### config.mk
export PLATFORM = sky130hd
export DESIGN_NAME = source_text_tokenizer_core
export DESIGN_NICKNAME = d
export VERILOG_FILES = /design/src/hdl/stt_pkg.sv /design/src/hdl/stt_scanner.sv /design/src/hdl/stt_token_fifo.sv /design/src/hdl/source_text_tokenizer_core.sv
export SDC_FILE = /design/constraint.sdc
export NUM_CORES = 1
export LEC_CHECK = 0
export BUFFER_PORTS_ARGS = -buffer_cell sky130_fd_sc_hd__clkbuf_2
export CAP_MARGIN = 10
export CORE_UTILIZATION = 60
export DETAILED_ROUTE_END_ITERATION = 6
export PLACE_DENSITY_LB_ADDON = 0.2
export SETUP_SLACK_MARGIN = 0.2
export SLEW_MARGIN = 5
export SYNTH_ARGS = -nofsm -noshare
export SYNTH_HDL_FRONTEND = slang
export SYNTH_SLANG_ARGS = --single-unit
### constraint.sdc
create_clock -name clk -period 12.1 [get_ports clk]
set_input_delay 1.815 -clock clk [delete_from_list [all_inputs] [get_ports clk]]
set_output_delay 1.815 -clock clk [all_outputs]
set_load 0.005 [all_outputs]
### src/hdl/stt_pkg.sv
// Shared types, codes and character tables for the source text tokenizer.
// Used by stt_scanner, stt_token_fifo, source_text_tokenizer_core and its checker.
package stt_pkg;

    // Field widths fixed by the token record.
    localparam int LEN_W  = 10;
    localparam int POS_W  = 16;
    localparam int CLS_W  = 4;
    localparam int STAT_W = 2;

    // Length saturation limit and number of identifier bytes kept for keyword matching.
    localparam logic [LEN_W-1:0] LENGTH_LIMIT = 10'd1023;
    localparam int KW_CHARS   = 5;
    localparam int KW_MAX_LEN = 5;
    localparam int KW_COUNT   = 8;

    // Result queue geometry.
    localparam int FIFO_DEPTH = 8;
    localparam int FIFO_AW    = $clog2(FIFO_DEPTH);

    // Token classes.
    localparam logic [CLS_W-1:0] CLS_KEYWORD = 4'd0;
    localparam logic [CLS_W-1:0] CLS_IDENT   = 4'd1;
    localparam logic [CLS_W-1:0] CLS_NUMBER  = 4'd2;
    localparam logic [CLS_W-1:0] CLS_DELIM   = 4'd3;
    localparam logic [CLS_W-1:0] CLS_RELOP   = 4'd4;
    localparam logic [CLS_W-1:0] CLS_STRING  = 4'd5;
    localparam logic [CLS_W-1:0] CLS_LONG_ID = 4'd6;
    localparam logic [CLS_W-1:0] CLS_ILLEGAL = 4'd7;
    localparam logic [CLS_W-1:0] CLS_UNTERM  = 4'd8;
    localparam logic [CLS_W-1:0] CLS_END     = 4'd9;

    // Error status codes.
    localparam logic [STAT_W-1:0] ST_CLEAN   = 2'd0;
    localparam logic [STAT_W-1:0] ST_LONG_ID = 2'd1;
    localparam logic [STAT_W-1:0] ST_ILLEGAL = 2'd2;

    // Configuration register indexes.
    localparam logic CFG_MAX_ID_LEN = 1'b0;
    localparam logic CFG_TAB_ADV    = 1'b1;

    // Characters with a special meaning.
    localparam logic [7:0] CH_NL     = 8'h0A;
    localparam logic [7:0] CH_TAB    = 8'h09;
    localparam logic [7:0] CH_SPACE  = 8'h20;
    localparam logic [7:0] CH_QUOTE  = 8'h22;
    localparam logic [7:0] CH_STAR   = 8'h2A;
    localparam logic [7:0] CH_SLASH  = 8'h2F;
    localparam logic [7:0] CH_EQUALS = 8'h3D;

    // Keyword spelling, padded with zeros, and lengths.
    localparam logic [7:0] KW_TEXT [KW_COUNT][KW_MAX_LEN] = '{
        '{8'h69, 8'h66, 8'h00, 8'h00, 8'h00},   // if
        '{8'h65, 8'h6C, 8'h73, 8'h65, 8'h00},   // else
        '{8'h66, 8'h6F, 8'h72, 8'h00, 8'h00},   // for
        '{8'h77, 8'h68, 8'h69, 8'h6C, 8'h65},   // while
        '{8'h64, 8'h6F, 8'h00, 8'h00, 8'h00},   // do
        '{8'h69, 8'h6E, 8'h74, 8'h00, 8'h00},   // int
        '{8'h72, 8'h65, 8'h61, 8'h64, 8'h00},   // read
        '{8'h77, 8'h72, 8'h69, 8'h74, 8'h65}    // write
    };
    localparam logic [LEN_W-1:0] KW_LEN [KW_COUNT] = '{
        10'd2, 10'd4, 10'd3, 10'd5, 10'd2, 10'd3, 10'd4, 10'd5
    };

    // One token record.
    typedef struct packed {
        logic [CLS_W-1:0]  cls;
        logic [2:0]        kwi;
        logic [7:0]        sym;
        logic              eq;
        logic [LEN_W-1:0]  len;
        logic [POS_W-1:0]  line;
        logic [POS_W-1:0]  col;
        logic [STAT_W-1:0] fin;
        logic              last;
    } tok_t;

    // Up to two records written into the result queue in one cycle.
    typedef struct packed {
        logic [1:0] cnt;
        tok_t       t0;
        tok_t       t1;
    } push_t;

    function automatic logic is_alpha(input logic [7:0] c);
        return (c >= 8'h61 && c <= 8'h7A) || (c >= 8'h41 && c <= 8'h5A);
    endfunction

    function automatic logic is_digit(input logic [7:0] c);
        return c >= 8'h30 && c <= 8'h39;
    endfunction

    // Delimiters: + - * % ( ) { } ; , :
    function automatic logic is_delim(input logic [7:0] c);
        return c == 8'h2B || c == 8'h2D || c == 8'h2A || c == 8'h25 || c == 8'h28 ||
               c == 8'h29 || c == 8'h7B || c == 8'h7D || c == 8'h3B || c == 8'h2C ||
               c == 8'h3A;
    endfunction

    // Relational operators: > < = !
    function automatic logic is_relop(input logic [7:0] c);
        return c == 8'h3E || c == 8'h3C || c == 8'h3D || c == 8'h21;
    endfunction

    // Keyword match on the stored prefix; returns {hit, index}.
    function automatic logic [3:0] kw_lookup(input logic [KW_CHARS-1:0][7:0] pre,
                                             input logic [LEN_W-1:0] len);
        logic       hit;
        logic       same;
        logic [2:0] idx;
        hit = 1'b0;
        idx = 3'd0;
        for (int k = 0; k < KW_COUNT; k++)
        begin
            same = (len == KW_LEN[k]);
            for (int i = 0; i < KW_MAX_LEN; i++)
            begin
                if (i < int'(KW_LEN[k]) && pre[i] != KW_TEXT[k][i])
                begin
                    same = 1'b0;
                end
            end
            if (same && !hit)
            begin
                hit = 1'b1;
                idx = 3'(k);
            end
        end
        return {hit, idx};
    endfunction

    function automatic tok_t make_tok(input logic [CLS_W-1:0] cls, input logic [2:0] kwi,
                                      input logic [7:0] sym, input logic eq,
                                      input logic [LEN_W-1:0] len,
                                      input logic [POS_W-1:0] line,
                                      input logic [POS_W-1:0] col,
                                      input logic [STAT_W-1:0] fin);
        tok_t t;
        t.cls  = cls;
        t.kwi  = kwi;
        t.sym  = sym;
        t.eq   = eq;
        t.len  = len;
        t.line = line;
        t.col  = col;
        t.fin  = fin;
        t.last = 1'b0;
        return t;
    endfunction

endpackage

### src/hdl/stt_scanner.sv
// Input word register and the scanner: position tracking, scan mode and token building.
// Depends on stt_pkg; feeds stt_token_fifo through a push_t group.
module stt_scanner (
    input  logic                       clk,
    input  logic                       rst_n,
    input  logic                       take,
    input  logic [7:0]                 character,
    input  logic                       end_marker,
    input  logic [stt_pkg::LEN_W-1:0]  max_id_len,
    input  logic [3:0]                 tab_adv,
    output stt_pkg::push_t             push
);

    localparam int PRE_W = $clog2(stt_pkg::KW_CHARS);

    typedef enum logic [3:0] {
        MODE_IDLE,
        MODE_IDENT,
        MODE_NUMBER,
        MODE_RELOP,
        MODE_SLASH,
        MODE_COMMENT,
        MODE_STAR,
        MODE_STRING,
        MODE_PAIR
    } mode_t;

    logic                                stage_valid_reg;
    logic [7:0]                          char_reg;
    logic                                end_reg;

    mode_t                               mode_reg, mode_next;
    logic [stt_pkg::LEN_W-1:0]           run_reg, run_next;
    logic [stt_pkg::POS_W-1:0]           line_reg, line_next;
    logic [stt_pkg::POS_W-1:0]           col_reg, col_next;
    logic [stt_pkg::POS_W-1:0]           tline_reg, tline_next;
    logic [stt_pkg::POS_W-1:0]           tcol_reg, tcol_next;
    logic [7:0]                          pend_reg, pend_next;
    logic [stt_pkg::STAT_W-1:0]          err_reg, err_next;
    logic [stt_pkg::KW_CHARS-1:0][7:0]   prefix_reg, prefix_next;

    logic [stt_pkg::POS_W-1:0]           line_adv;
    logic [stt_pkg::POS_W-1:0]           col_adv;
    logic [stt_pkg::POS_W:0]             col_sum;
    logic [stt_pkg::LEN_W-1:0]           run_bump;
    logic [3:0]                          kw;
    logic                                word_long;
    stt_pkg::tok_t                       word_tok;
    stt_pkg::tok_t                       tok_a, tok_b;
    logic                                a_v, b_v, go_idle;

    // Input word register.
    always_ff @(posedge clk or negedge rst_n)
    begin
        if (!rst_n)
        begin
            stage_valid_reg <= 1'b0;
        end
        else
        begin
            stage_valid_reg <= take;
        end
    end

    always_ff @(posedge clk)
    begin
        if (take)
        begin
            char_reg <= character;
            end_reg  <= end_marker;
        end
    end

    // Position after this byte, saturating.
    assign col_sum  = {1'b0, col_reg} +
                      ((char_reg == stt_pkg::CH_TAB) ? 17'(tab_adv) : 17'd1);
    assign line_adv = (char_reg == stt_pkg::CH_NL && line_reg != '1) ? line_reg + 16'd1
                                                                      : line_reg;
    assign col_adv  = (char_reg == stt_pkg::CH_NL) ? '0 :
                      (col_sum[stt_pkg::POS_W] ? '1 : col_sum[stt_pkg::POS_W-1:0]);
    assign run_bump = (run_reg < stt_pkg::LENGTH_LIMIT) ? run_reg + 10'd1 : run_reg;

    // Record for a finished word: keywords win over the length check.
    assign kw        = stt_pkg::kw_lookup(prefix_reg, run_reg);
    assign word_long = !kw[3] && (run_reg > max_id_len);
    assign word_tok  = kw[3] ?
        stt_pkg::make_tok(stt_pkg::CLS_KEYWORD, kw[2:0], 8'd0, 1'b0, run_reg,
                          tline_reg, tcol_reg, stt_pkg::ST_CLEAN) :
        stt_pkg::make_tok(word_long ? stt_pkg::CLS_LONG_ID : stt_pkg::CLS_IDENT, 3'd0,
                          8'd0, 1'b0, run_reg, tline_reg, tcol_reg, stt_pkg::ST_CLEAN);

    // Scanner next state. The first record closes a pending token, the second
    // comes from scanning the byte afresh or is the end record.
    always_comb
    begin
        mode_next   = mode_reg;
        run_next    = run_reg;
        line_next   = line_reg;
        col_next    = col_reg;
        tline_next  = tline_reg;
        tcol_next   = tcol_reg;
        pend_next   = pend_reg;
        err_next    = err_reg;
        prefix_next = prefix_reg;
        a_v         = 1'b0;
        b_v         = 1'b0;
        go_idle     = 1'b0;
        tok_a       = '0;
        tok_b       = '0;

        if (end_reg)
        begin
            case (mode_reg)
                MODE_IDENT:
                begin
                    a_v   = 1'b1;
                    tok_a = word_tok;
                    if (word_long)
                    begin
                        err_next = stt_pkg::ST_LONG_ID;
                    end
                end
                MODE_NUMBER:
                begin
                    a_v   = 1'b1;
                    tok_a = stt_pkg::make_tok(stt_pkg::CLS_NUMBER, 3'd0, 8'd0, 1'b0, run_reg,
                                              tline_reg, tcol_reg, stt_pkg::ST_CLEAN);
                end
                MODE_RELOP:
                begin
                    a_v   = 1'b1;
                    tok_a = stt_pkg::make_tok(stt_pkg::CLS_RELOP, 3'd0, pend_reg, 1'b0, 10'd1,
                                              tline_reg, tcol_reg, stt_pkg::ST_CLEAN);
                end
                MODE_SLASH:
                begin
                    a_v   = 1'b1;
                    tok_a = stt_pkg::make_tok(stt_pkg::CLS_DELIM, 3'd0, stt_pkg::CH_SLASH,
                                              1'b0, 10'd1, tline_reg, tcol_reg,
                                              stt_pkg::ST_CLEAN);
                end
                MODE_STRING:
                begin
                    a_v   = 1'b1;
                    tok_a = stt_pkg::make_tok(stt_pkg::CLS_UNTERM, 3'd0, 8'd0, 1'b0, run_reg,
                                              tline_reg, tcol_reg, stt_pkg::ST_CLEAN);
                end
                MODE_PAIR:
                begin
                    a_v      = 1'b1;
                    err_next = stt_pkg::ST_ILLEGAL;
                    tok_a    = stt_pkg::make_tok(stt_pkg::CLS_ILLEGAL, 3'd0, pend_reg, 1'b0,
                                                 10'd1, tline_reg, tcol_reg,
                                                 stt_pkg::ST_CLEAN);
                end
                default:
                begin
                end
            endcase
            b_v   = 1'b1;
            tok_b = stt_pkg::make_tok(stt_pkg::CLS_END, 3'd0, 8'd0, 1'b0, 10'd0,
                                      line_reg, col_reg, err_next);
            // Back to the reset state for the next file.
            mode_next  = MODE_IDLE;
            run_next   = '0;
            line_next  = 16'd1;
            col_next   = '0;
            tline_next = 16'd1;
            tcol_next  = '0;
            pend_next  = '0;
            err_next   = stt_pkg::ST_CLEAN;
        end
        else
        begin
            line_next = line_adv;
            col_next  = col_adv;
            case (mode_reg)
                MODE_IDENT:
                begin
                    if (stt_pkg::is_alpha(char_reg) || stt_pkg::is_digit(char_reg))
                    begin
                        if (run_reg < stt_pkg::LEN_W'(stt_pkg::KW_CHARS))
                        begin
                            prefix_next[run_reg[PRE_W-1:0]] = char_reg;
                        end
                        run_next = run_bump;
                    end
                    else
                    begin
                        a_v     = 1'b1;
                        tok_a   = word_tok;
                        go_idle = 1'b1;
                        if (word_long)
                        begin
                            err_next = stt_pkg::ST_LONG_ID;
                        end
                    end
                end
                MODE_NUMBER:
                begin
                    if (stt_pkg::is_digit(char_reg))
                    begin
                        run_next = run_bump;
                    end
                    else
                    begin
                        a_v     = 1'b1;
                        go_idle = 1'b1;
                        tok_a   = stt_pkg::make_tok(stt_pkg::CLS_NUMBER, 3'd0, 8'd0, 1'b0,
                                                    run_reg, tline_reg, tcol_reg,
                                                    stt_pkg::ST_CLEAN);
                    end
                end
                MODE_RELOP:
                begin
                    a_v = 1'b1;
                    if (char_reg == stt_pkg::CH_EQUALS)
                    begin
                        mode_next = MODE_IDLE;
                        tok_a     = stt_pkg::make_tok(stt_pkg::CLS_RELOP, 3'd0, pend_reg, 1'b1,
                                                      10'd2, tline_reg, tcol_reg,
                                                      stt_pkg::ST_CLEAN);
                    end
                    else
                    begin
                        go_idle = 1'b1;
                        tok_a   = stt_pkg::make_tok(stt_pkg::CLS_RELOP, 3'd0, pend_reg, 1'b0,
                                                    10'd1, tline_reg, tcol_reg,
                                                    stt_pkg::ST_CLEAN);
                    end
                end
                MODE_SLASH:
                begin
                    if (char_reg == stt_pkg::CH_STAR)
                    begin
                        mode_next = MODE_COMMENT;
                    end
                    else
                    begin
                        a_v     = 1'b1;
                        go_idle = 1'b1;
                        tok_a   = stt_pkg::make_tok(stt_pkg::CLS_DELIM, 3'd0, stt_pkg::CH_SLASH,
                                                    1'b0, 10'd1, tline_reg, tcol_reg,
                                                    stt_pkg::ST_CLEAN);
                    end
                end
                MODE_COMMENT:
                begin
                    if (char_reg == stt_pkg::CH_STAR)
                    begin
                        mode_next = MODE_STAR;
                    end
                end
                MODE_STAR:
                begin
                    if (char_reg == stt_pkg::CH_SLASH)
                    begin
                        mode_next = MODE_IDLE;
                    end
                    else if (char_reg != stt_pkg::CH_STAR)
                    begin
                        mode_next = MODE_COMMENT;
                    end
                end
                MODE_STRING:
                begin
                    if (char_reg == stt_pkg::CH_QUOTE)
                    begin
                        a_v       = 1'b1;
                        mode_next = MODE_IDLE;
                        tok_a     = stt_pkg::make_tok(stt_pkg::CLS_STRING, 3'd0, 8'd0, 1'b0,
                                                      run_reg, tline_reg, tcol_reg,
                                                      stt_pkg::ST_CLEAN);
                    end
                    else
                    begin
                        run_next = run_bump;
                    end
                end
                MODE_PAIR:
                begin
                    a_v       = 1'b1;
                    err_next  = stt_pkg::ST_ILLEGAL;
                    mode_next = MODE_IDLE;
                    tok_a     = stt_pkg::make_tok(stt_pkg::CLS_ILLEGAL, 3'd0, pend_reg, 1'b0,
                                                  10'd2, tline_reg, tcol_reg,
                                                  stt_pkg::ST_CLEAN);
                end
                default:
                begin
                    go_idle = 1'b1;
                end
            endcase

            // Scan the byte from the idle mode; a new token starts at the new position.
            if (go_idle)
            begin
                mode_next = MODE_IDLE;
                if (char_reg != stt_pkg::CH_SPACE && char_reg != stt_pkg::CH_NL &&
                    char_reg != stt_pkg::CH_TAB)
                begin
                    tline_next = line_adv;
                    tcol_next  = col_adv;
                    run_next   = 10'd1;
                    if (stt_pkg::is_alpha(char_reg))
                    begin
                        mode_next      = MODE_IDENT;
                        prefix_next[0] = char_reg;
                    end
                    else if (stt_pkg::is_digit(char_reg))
                    begin
                        mode_next = MODE_NUMBER;
                    end
                    else if (stt_pkg::is_delim(char_reg))
                    begin
                        b_v   = 1'b1;
                        tok_b = stt_pkg::make_tok(stt_pkg::CLS_DELIM, 3'd0, char_reg, 1'b0,
                                                  10'd1, line_adv, col_adv,
                                                  stt_pkg::ST_CLEAN);
                    end
                    else if (stt_pkg::is_relop(char_reg))
                    begin
                        mode_next = MODE_RELOP;
                        pend_next = char_reg;
                    end
                    else if (char_reg == stt_pkg::CH_SLASH)
                    begin
                        mode_next = MODE_SLASH;
                    end
                    else if (char_reg == stt_pkg::CH_QUOTE)
                    begin
                        mode_next = MODE_STRING;
                        run_next  = '0;
                    end
                    else if (char_reg[7])
                    begin
                        mode_next = MODE_PAIR;
                        pend_next = char_reg;
                    end
                    else
                    begin
                        b_v      = 1'b1;
                        err_next = stt_pkg::ST_ILLEGAL;
                        tok_b    = stt_pkg::make_tok(stt_pkg::CLS_ILLEGAL, 3'd0, char_reg, 1'b0,
                                                     10'd1, line_adv, col_adv,
                                                     stt_pkg::ST_CLEAN);
                    end
                end
            end
        end
    end

    // Pack the records to the front of the write group and mark the last one.
    always_comb
    begin
        push.cnt = stage_valid_reg ? {1'b0, a_v} + {1'b0, b_v} : 2'd0;
        push.t0  = a_v ? tok_a : tok_b;
        push.t1  = tok_b;
        push.t0.last = !(a_v && b_v);
        push.t1.last = 1'b1;
    end

    // Scanner state.
    always_ff @(posedge clk or negedge rst_n)
    begin
        if (!rst_n)
        begin
            mode_reg  <= MODE_IDLE;
            run_reg   <= '0;
            line_reg  <= 16'd1;
            col_reg   <= '0;
            tline_reg <= 16'd1;
            tcol_reg  <= '0;
            pend_reg  <= '0;
            err_reg   <= stt_pkg::ST_CLEAN;
        end
        else if (stage_valid_reg)
        begin
            mode_reg  <= mode_next;
            run_reg   <= run_next;
            line_reg  <= line_next;
            col_reg   <= col_next;
            tline_reg <= tline_next;
            tcol_reg  <= tcol_next;
            pend_reg  <= pend_next;
            err_reg   <= err_next;
        end
    end

    // Identifier prefix bytes, only read where already written.
    always_ff @(posedge clk)
    begin
        if (stage_valid_reg)
        begin
            prefix_reg <= prefix_next;
        end
    end

endmodule

### src/hdl/stt_token_fifo.sv
// Result queue of token records: up to two writes and one read per cycle.
// Depends on stt_pkg for tok_t, push_t and the queue depth.
module stt_token_fifo (
    input  logic                       clk,
    input  logic                       rst_n,
    input  stt_pkg::push_t             push,
    input  logic                       pop,
    output stt_pkg::tok_t              head,
    output logic                       not_empty,
    output logic [stt_pkg::FIFO_AW:0]  level
);

    stt_pkg::tok_t                 slot_reg [stt_pkg::FIFO_DEPTH];
    logic [stt_pkg::FIFO_AW-1:0]   wr_ptr_reg, wr_ptr_next;
    logic [stt_pkg::FIFO_AW-1:0]   rd_ptr_reg, rd_ptr_next;
    logic [stt_pkg::FIFO_AW:0]     count_reg, count_next;
    logic [stt_pkg::FIFO_AW-1:0]   wr_ptr_plus1;

    assign wr_ptr_plus1 = wr_ptr_reg + 1'b1;
    assign head         = slot_reg[rd_ptr_reg];
    assign not_empty    = (count_reg != '0);
    assign level        = count_reg;

    // Pointer and fill count update.
    always_comb
    begin
        wr_ptr_next = wr_ptr_reg + stt_pkg::FIFO_AW'(push.cnt);
        rd_ptr_next = pop ? rd_ptr_reg + 1'b1 : rd_ptr_reg;
        count_next  = count_reg + (stt_pkg::FIFO_AW + 1)'(push.cnt) -
                      (stt_pkg::FIFO_AW + 1)'(pop);
    end

    always_ff @(posedge clk or negedge rst_n)
    begin
        if (!rst_n)
        begin
            wr_ptr_reg <= '0;
            rd_ptr_reg <= '0;
            count_reg  <= '0;
        end
        else
        begin
            wr_ptr_reg <= wr_ptr_next;
            rd_ptr_reg <= rd_ptr_next;
            count_reg  <= count_next;
        end
    end

    // Record storage.
    always_ff @(posedge clk)
    begin
        if (push.cnt != 2'd0)
        begin
            slot_reg[wr_ptr_reg] <= push.t0;
        end
        if (push.cnt == 2'd2)
        begin
            slot_reg[wr_ptr_plus1] <= push.t1;
        end
    end

endmodule

### src/hdl/source_text_tokenizer_core.sv
// Top level of the source text tokenizer: configuration registers, scanner and result queue.
// Depends on stt_pkg, stt_scanner and stt_token_fifo.
//
//   channel | direction | handshake            | word
//   in      | input     | in_valid / in_ready  | character, end_marker
//   out     | output    | out_valid / out_ready| one token record
//   cfg     | input     | cfg_write            | cfg_index, cfg_data
//
// One byte is accepted per cycle while in_ready is high. A byte is registered, scanned
// in the next cycle and its zero, one or two records land in the eight-entry result
// queue; a record can leave in the cycle after that. Each byte can cause two records,
// so the output side, one record per cycle while out_ready is high, sets the rate when
// records are dense. in_ready falls once the queue holds more than four records.
// Reset is asynchronous and active low and needs no clearing pass.
module source_text_tokenizer_core (
    input  logic                        clk,
    input  logic                        rst_n,
    input  logic                        in_valid,
    output logic                        in_ready,
    input  logic [7:0]                  character,
    input  logic                        end_marker,
    input  logic                        cfg_write,
    input  logic                        cfg_index,
    input  logic [stt_pkg::LEN_W-1:0]   cfg_data,
    output logic                        out_valid,
    input  logic                        out_ready,
    output logic [3:0]                  token_class,
    output logic [2:0]                  keyword_index,
    output logic [7:0]                  symbol,
    output logic                        with_equals,
    output logic [9:0]                  token_length,
    output logic [15:0]                 start_line,
    output logic [15:0]                 start_column,
    output logic [1:0]                  final_status,
    output logic                        last_of_run
);

    logic [stt_pkg::LEN_W-1:0]   max_id_len_reg;
    logic [3:0]                  tab_adv_reg;
    stt_pkg::push_t              push;
    stt_pkg::tok_t               head;
    logic [stt_pkg::FIFO_AW:0]   level;
    logic                        take;

    // Configuration registers.
    always_ff @(posedge clk or negedge rst_n)
    begin
        if (!rst_n)
        begin
            max_id_len_reg <= 10'd39;
            tab_adv_reg    <= 4'd4;
        end
        else if (cfg_write)
        begin
            case (cfg_index)
                stt_pkg::CFG_MAX_ID_LEN: max_id_len_reg <= cfg_data;
                stt_pkg::CFG_TAB_ADV:    tab_adv_reg    <= cfg_data[3:0];
                default:
                begin
                end
            endcase
        end
    end

    // Room for the word in the stage and a new one, two records each.
    assign in_ready = (level <= (stt_pkg::FIFO_AW + 1)'(stt_pkg::FIFO_DEPTH - 4));
    assign take     = in_valid && in_ready;

    stt_scanner u_scanner (
        .clk        (clk),
        .rst_n      (rst_n),
        .take       (take),
        .character  (character),
        .end_marker (end_marker),
        .max_id_len (max_id_len_reg),
        .tab_adv    (tab_adv_reg),
        .push       (push)
    );

    stt_token_fifo u_fifo (
        .clk       (clk),
        .rst_n     (rst_n),
        .push      (push),
        .pop       (out_valid && out_ready),
        .head      (head),
        .not_empty (out_valid),
        .level     (level)
    );

    // Record fields to the output ports.
    assign token_class   = head.cls;
    assign keyword_index = head.kwi;
    assign symbol        = head.sym;
    assign with_equals   = head.eq;
    assign token_length  = head.len;
    assign start_line    = head.line;
    assign start_column  = head.col;
    assign final_status  = head.fin;
    assign last_of_run   = head.last;

endmodule

; ---- Word level (Yosys, flattened, before mapping)
; Memory sizes are Yosys's and may differ from the RTL's.
; Index checks and enable logic that the tools add are counted.
[classes]
n_addsub = 9
n_mul = 0
div_mod_pow = 0
n_lt_le_gt_ge = 12
eq_ne = 70
n_shift = 0
n_mux = 164
bitwise = 2
n_reduce_logical = 58
[ops]
columns = cell, count
row1 = $mux 61, 13
row2 = $pmux 61 s6, 2
row3 = $ne 8x7->1 const B, 23
row4 = $mux 16, 11
row5 = $mux 8, 17
row6 = $eq 8x6->1 const B, 15
row7 = $mux 10, 12
row8 = $mux 60, 2
row9 = $mux 59, 2
row10 = $mux 4, 17
row11 = $mux 1, 59
row12 = $mux 46, 1
row13 = $bwmux 40, 1
row14 = $mux 2, 15
row15 = $pmux 10 s3, 1
row16 = $demux 8 s3, 1
row17 = $pmux 4 s6, 1
row18 = $eq 10x2->1 const B, 2
row19 = $eq 10x3->1 const B, 2
row20 = $logic_and 1x1->1, 18
row21 = $add 16x17->17, 1
row22 = $add 16x1->16 const B, 1
row23 = $eq 4x3->1 const B, 4
row24 = $eq 8x4->1 const B, 2
row25 = other kinds (46), 92
[totals]
register_bits = 162
latchBits = 0
mem_bits_rw = 488
mem_bits_ro = 0
in_bits = 25
out_inout_bits = 63
wordCells = 337
memories = 1
[mem_list]
columns = name, words, word_bits, rd, rd_ports_with_merged_regs, write_ports, line
row1 = u_fifo.slot_reg, 8, 61, 1, 0, 2, stt_token_fifo.sv:13  ; stt_pkg::tok_t slot_reg [stt_pkg::FIFO_DEPTH];

; ---- Depth between registers and ports, before layout
[depth]
word_depth = 40
ltp_mapped = 19
mapped_depth_nobuf = 14

; ---- By module
; Synthesis repeated with hierarchy kept, for this count alone.
[hier_totals]
hier_cells = 2350
area_unflattened_um2 = 34813.4
[by_module_without_submodules]
columns = mod, instances, cells_per_inst, area_per_inst_um2, seq_area_each_um2
row1 = stt_token_fifo, 1, 1315, 24706.2, 14904.3
row2 = stt_scanner, 1, 1000, 9492.9, 3701.0
row3 = source_text_tokenizer_core, 1, 35, 614.3, 356.6

; ---- Worst setup path after synthesis
; OpenSTA, ideal clock, no wires.
[synth_timing]
path_kind = register to register
start = register u_scanner.char_reg[4]
end = memory u_fifo.slot_reg[1][10] in the netlist's numbering (enable)
setup_time_ns = 0.402
arrival_time_ns = 4.945
required_time_ns = 11.698
slack_ns = 6.753
path_stages_with_launch = 16
path_buffers = 4
period_less_slack_ns = 5.347
path_cell_list = edfxtp_1 clkbuf_1 or2_2 nor4_1 a21o_1 o31ai_4 inv_2 buf_6 buf_1 ha_1 clkbuf_1 nand2_1 or3_1 nor3_1 nor2_1 inv_1
[synth_lines]
columns = element, line
row1 = start: declaration, stt_scanner.sv:29  ; logic [7:0] char_reg;
row2 = start signal: assignment, stt_scanner.sv:69  ; char_reg <= character;
row3 = end: declaration, stt_token_fifo.sv:13

==> metrics.txt <==
status finished clean; number of synthesized flops with an enable pin 425; Clock power frac 27.7%; setup_tns 0 ns; Place WS 5.21 ns; Switch Pwr 2590 µW; Crit Path Class reg -> reg; multiplexer area fraction after synthesis 11.7%; initial DRC count 3173; sw frac a little over a third; Cell Chain, Critical Path or3b_2 > a21oi_1 > or3_1 > o31ai_4 > buf_4 > inv_2 > ha_1 > o21ai_0 > or2_2 > nor3_1 > nor2_1 > inv_2 > buf_4; hold_ws 0.452 ns; Distinct cells, synth 100; Layout Utilization 66.8%; antenna viol nets, final 0; area of the mapped netlist ~32000 µm²; post-synth top area cell edfxtp_1; # diodes 0; Synth Area per Inst 11.7 µm²; clk slew on worst S/H paths 0.06 ns; Worst-Skew Late Latency approximately 0.62 ns; cts hold-fix bufs 0; worst path arrival time between 7 and 8 ns; area of the multi-input gates between 10000 and 15000 µm²; Synth Area in XOR/XNOR 0.728%; TritonCTS clock tree built; CP Launch Type flop; fraction of layout instances using a drive strength above 1 19.1%; Required @ worst endpoint 12.35 ns; clk buf depth 3; via count 24400; DRC 0; Post-Synth Simple-Gate Area 10.8%; register area share after synthesis a little over half; Crit path max-delay family buffers and inverters; total gr overflow 0; Sink Count between 600 and 700; crit end category flop; H-Tree Depth 3; Rows 84; #FFs+latches synth 650; main combinational cell family by area after synthesis compound AO/OA/AOI/OAI gates; vias per std cell 6.99; top cell type's share of synthesized area 39.3%; Crit Path Max Fanout 35; fin cells 3488; largest net degree at the start of global routing 76; final worst-path cycle share 58.6%; TritonCTS buffer count 68; Hold Vio Cnt, Final 0; first-pass GRT wire length around 140000 µm; drt first pass iters 7; Layout area overhead 8.94%; met3 wire length between 10000 and 15000 µm; Final WS setup 5.00 ns; Ports 88; number of max-cap violations 0; Post-Syn Nets 2829; Synth Warn # 0; internal power 4630 µW; Die Footprint 55100 µm²; slowest stage delay, CP 0.87 ns; final setup fails 0; main flop type after synthesis edfxtp_1; Post-CTS Resized 0; Clock Tree Root clkbuf_16; Starting Density 61.3%; Comb power frac 32.2%; drt wl/cell 27.2 µm; Rel. slew slack between 10% and 20%; CP Buf/Inv Count 4; Final Net Count ~2800; synth top area cells edfxtp_1 39%, mux4_2 8.5%, dfrtp_1 8.2%; ys async rst share approximately 17%; met2 WL post-DR roughly 43000 µm; met1 wire length 37300 µm; post-synthesis compound-gate area fraction between 10% and 20%; Reg power frac 40.1%; Largest register FFs 488; die span in y 235 µm; FF+latch area roughly 18000 µm²; Post-Synth Adder-Cell Area under 10%; Total GRT Usage 34.5%; core area between 50000 and 60000 µm²; final HPWL from detailed placement 60900 µm; RePlAce Congestion 0.918; top post-synthesis cells by count 425 x edfxtp_1, 408 x nand2_1, 278 x o21ai_0; Fillers 3906; Max Fclk between 0.1 and 0.15 GHz; Post-Route WL 95000 µm; RSZ-0062 raised after global routing false; vias in the first global route 23500; synthesized instance count around 2800; Crit-path slowest cell a21oi_1; initial antenna violation count 1; Final Critical Period 7.10 ns; dpl cells 3365; postcts setup bufs 0; Leak 0.0122 µW; Die W approximately 230 µm; worst vdd rail ir drop 0.131 mV; power per cell area 204 nW/µm²; Slew Viols, Final 0; Highest Signal Layer met4; Port Buf Inserts 87; clk_skew approximately 0.022 ns; most numerous cell in the Yosys netlist edfxtp_1; worst hold path class reg -> reg; Worst-Margin Slew 1.26 ns
[metrics by stage]
step,instance area (µm²),total power (µW)
finish,35400,7210
global route,35400,7460
CTS,35400,7190
detailed placement,33300,5210
global placement,33300,5160
floorplan,32500,4390
[cells by family (layout without fill, tap and decap cells)]
group | Yosys count | count (layout)
AND/OR/NAND/NOR | 755 | 755
multiplexers | 215 | 215
adder cells (fa/ha/maj) | 34 | 34
buffers and inverters | 287 | 317
flip-flops | 650 | 650
XOR/XNOR | 27 | 27
AO/OA/AOI/OAI | 802 | 802
[path summary, 6_finish.rpt]
check	cells after the start	to	start	slack, ns
worst min-delay path	2	u_fifo.slot_reg[2][44]$_SDFFE_PP0P_	u_fifo.slot_reg[2][44]$_SDFFE_PP0P_	0.45
min in group asynchronous	1	u_scanner.col_reg[12]$_DFFE_PN0P_	rst_n	1.18
worst max register to register	13	u_fifo.slot_reg[0][16]$_DFFE_PP_	u_scanner.mode_reg[3]$_DFFE_PN0P_	5.00
worst max-delay path	13	u_fifo.slot_reg[0][16]$_DFFE_PP_	u_scanner.mode_reg[3]$_DFFE_PN0P_	5.00
max in group asynchronous	2	u_fifo.rd_ptr_reg[1]$_DFFE_PN0P_	rst_n	9.31
worst min register to register	2	u_fifo.slot_reg[2][44]$_SDFFE_PP0P_	u_fifo.slot_reg[2][44]$_SDFFE_PP0P_	0.45
[final cells by class]
cell class,instances,area share (%)
multi-input cells,1833,38.3
inverters,61,0.647
well taps,688,2.43
repair buffers,134,2.26
flip-flops and latches,650,50.4
clock buffers,94,5.35
clock inverters,28,0.545
[placed cells by master, fill, tap and decap left out, types with 13 or more instances in the layout]
| master | instances |
|---|---|
| inv_1 | 50 |
| dfrtp_1 | 103 |
| and2_1 | 15 |
| nand4_1 | 16 |
| a211oi_1 | 20 |
| a31oi_1 | 16 |
| and3_1 | 23 |
| a21oi_1 | 61 |
| o31ai_1 | 13 |
| edfxtp_1 | 425 |
| nand2_1 | 408 |
| nand3_1 | 38 |
| clkbuf_1 | 17 |
| a21o_1 | 19 |
| nor2_2 | 13 |
| mux2_2 | 85 |
| ha_1 | 31 |
| nor2_1 | 102 |
| xnor2_1 | 20 |
| o22ai_1 | 61 |
| buf_4 | 47 |
| nor3_1 | 34 |
| clkbuf_2 | 87 |
| mux4_2 | 122 |
| clkbuf_16 | 69 |
| nor4_1 | 15 |
| a22o_1 | 145 |
| o21ai_0 | 278 |
| o32ai_1 | 17 |
| dfxtp_1 | 112 |
| nand2b_1 | 16 |
| o21ai_1 | 43 |
[power by group through the flow]
stage                     sequential [µW]  clock (µW)  combinational [µW]
after floorplan                      2730           0                1670
after global placement               2920           0                2240
after detailed placement             2930           0                2280
after CTS                            2890        2010                2290
after global routing                 2920        2090                2450
final                                2890        2000                2320
[worst reg2reg max path: cells and delay by family (launching register included)]
family | cells | cell delay (ns)
buffers and inverters | 4 | 2.28
AND/OR/NAND/NOR | 5 | 2.03
AO/OA/AOI/OAI | 3 | 1.22
flip-flops | 1 | 0.64
adder cells (fa/ha/maj) | 1 | 0.57
[routing by layer]
layer	vias to the layer above	track usage, %
met3	239	7.41
met1	12100	47.9
met4	0	13.3
met5	-	0
li1	10500	-
met2	1546	53.5
Power figures use the tool's default switching activity.
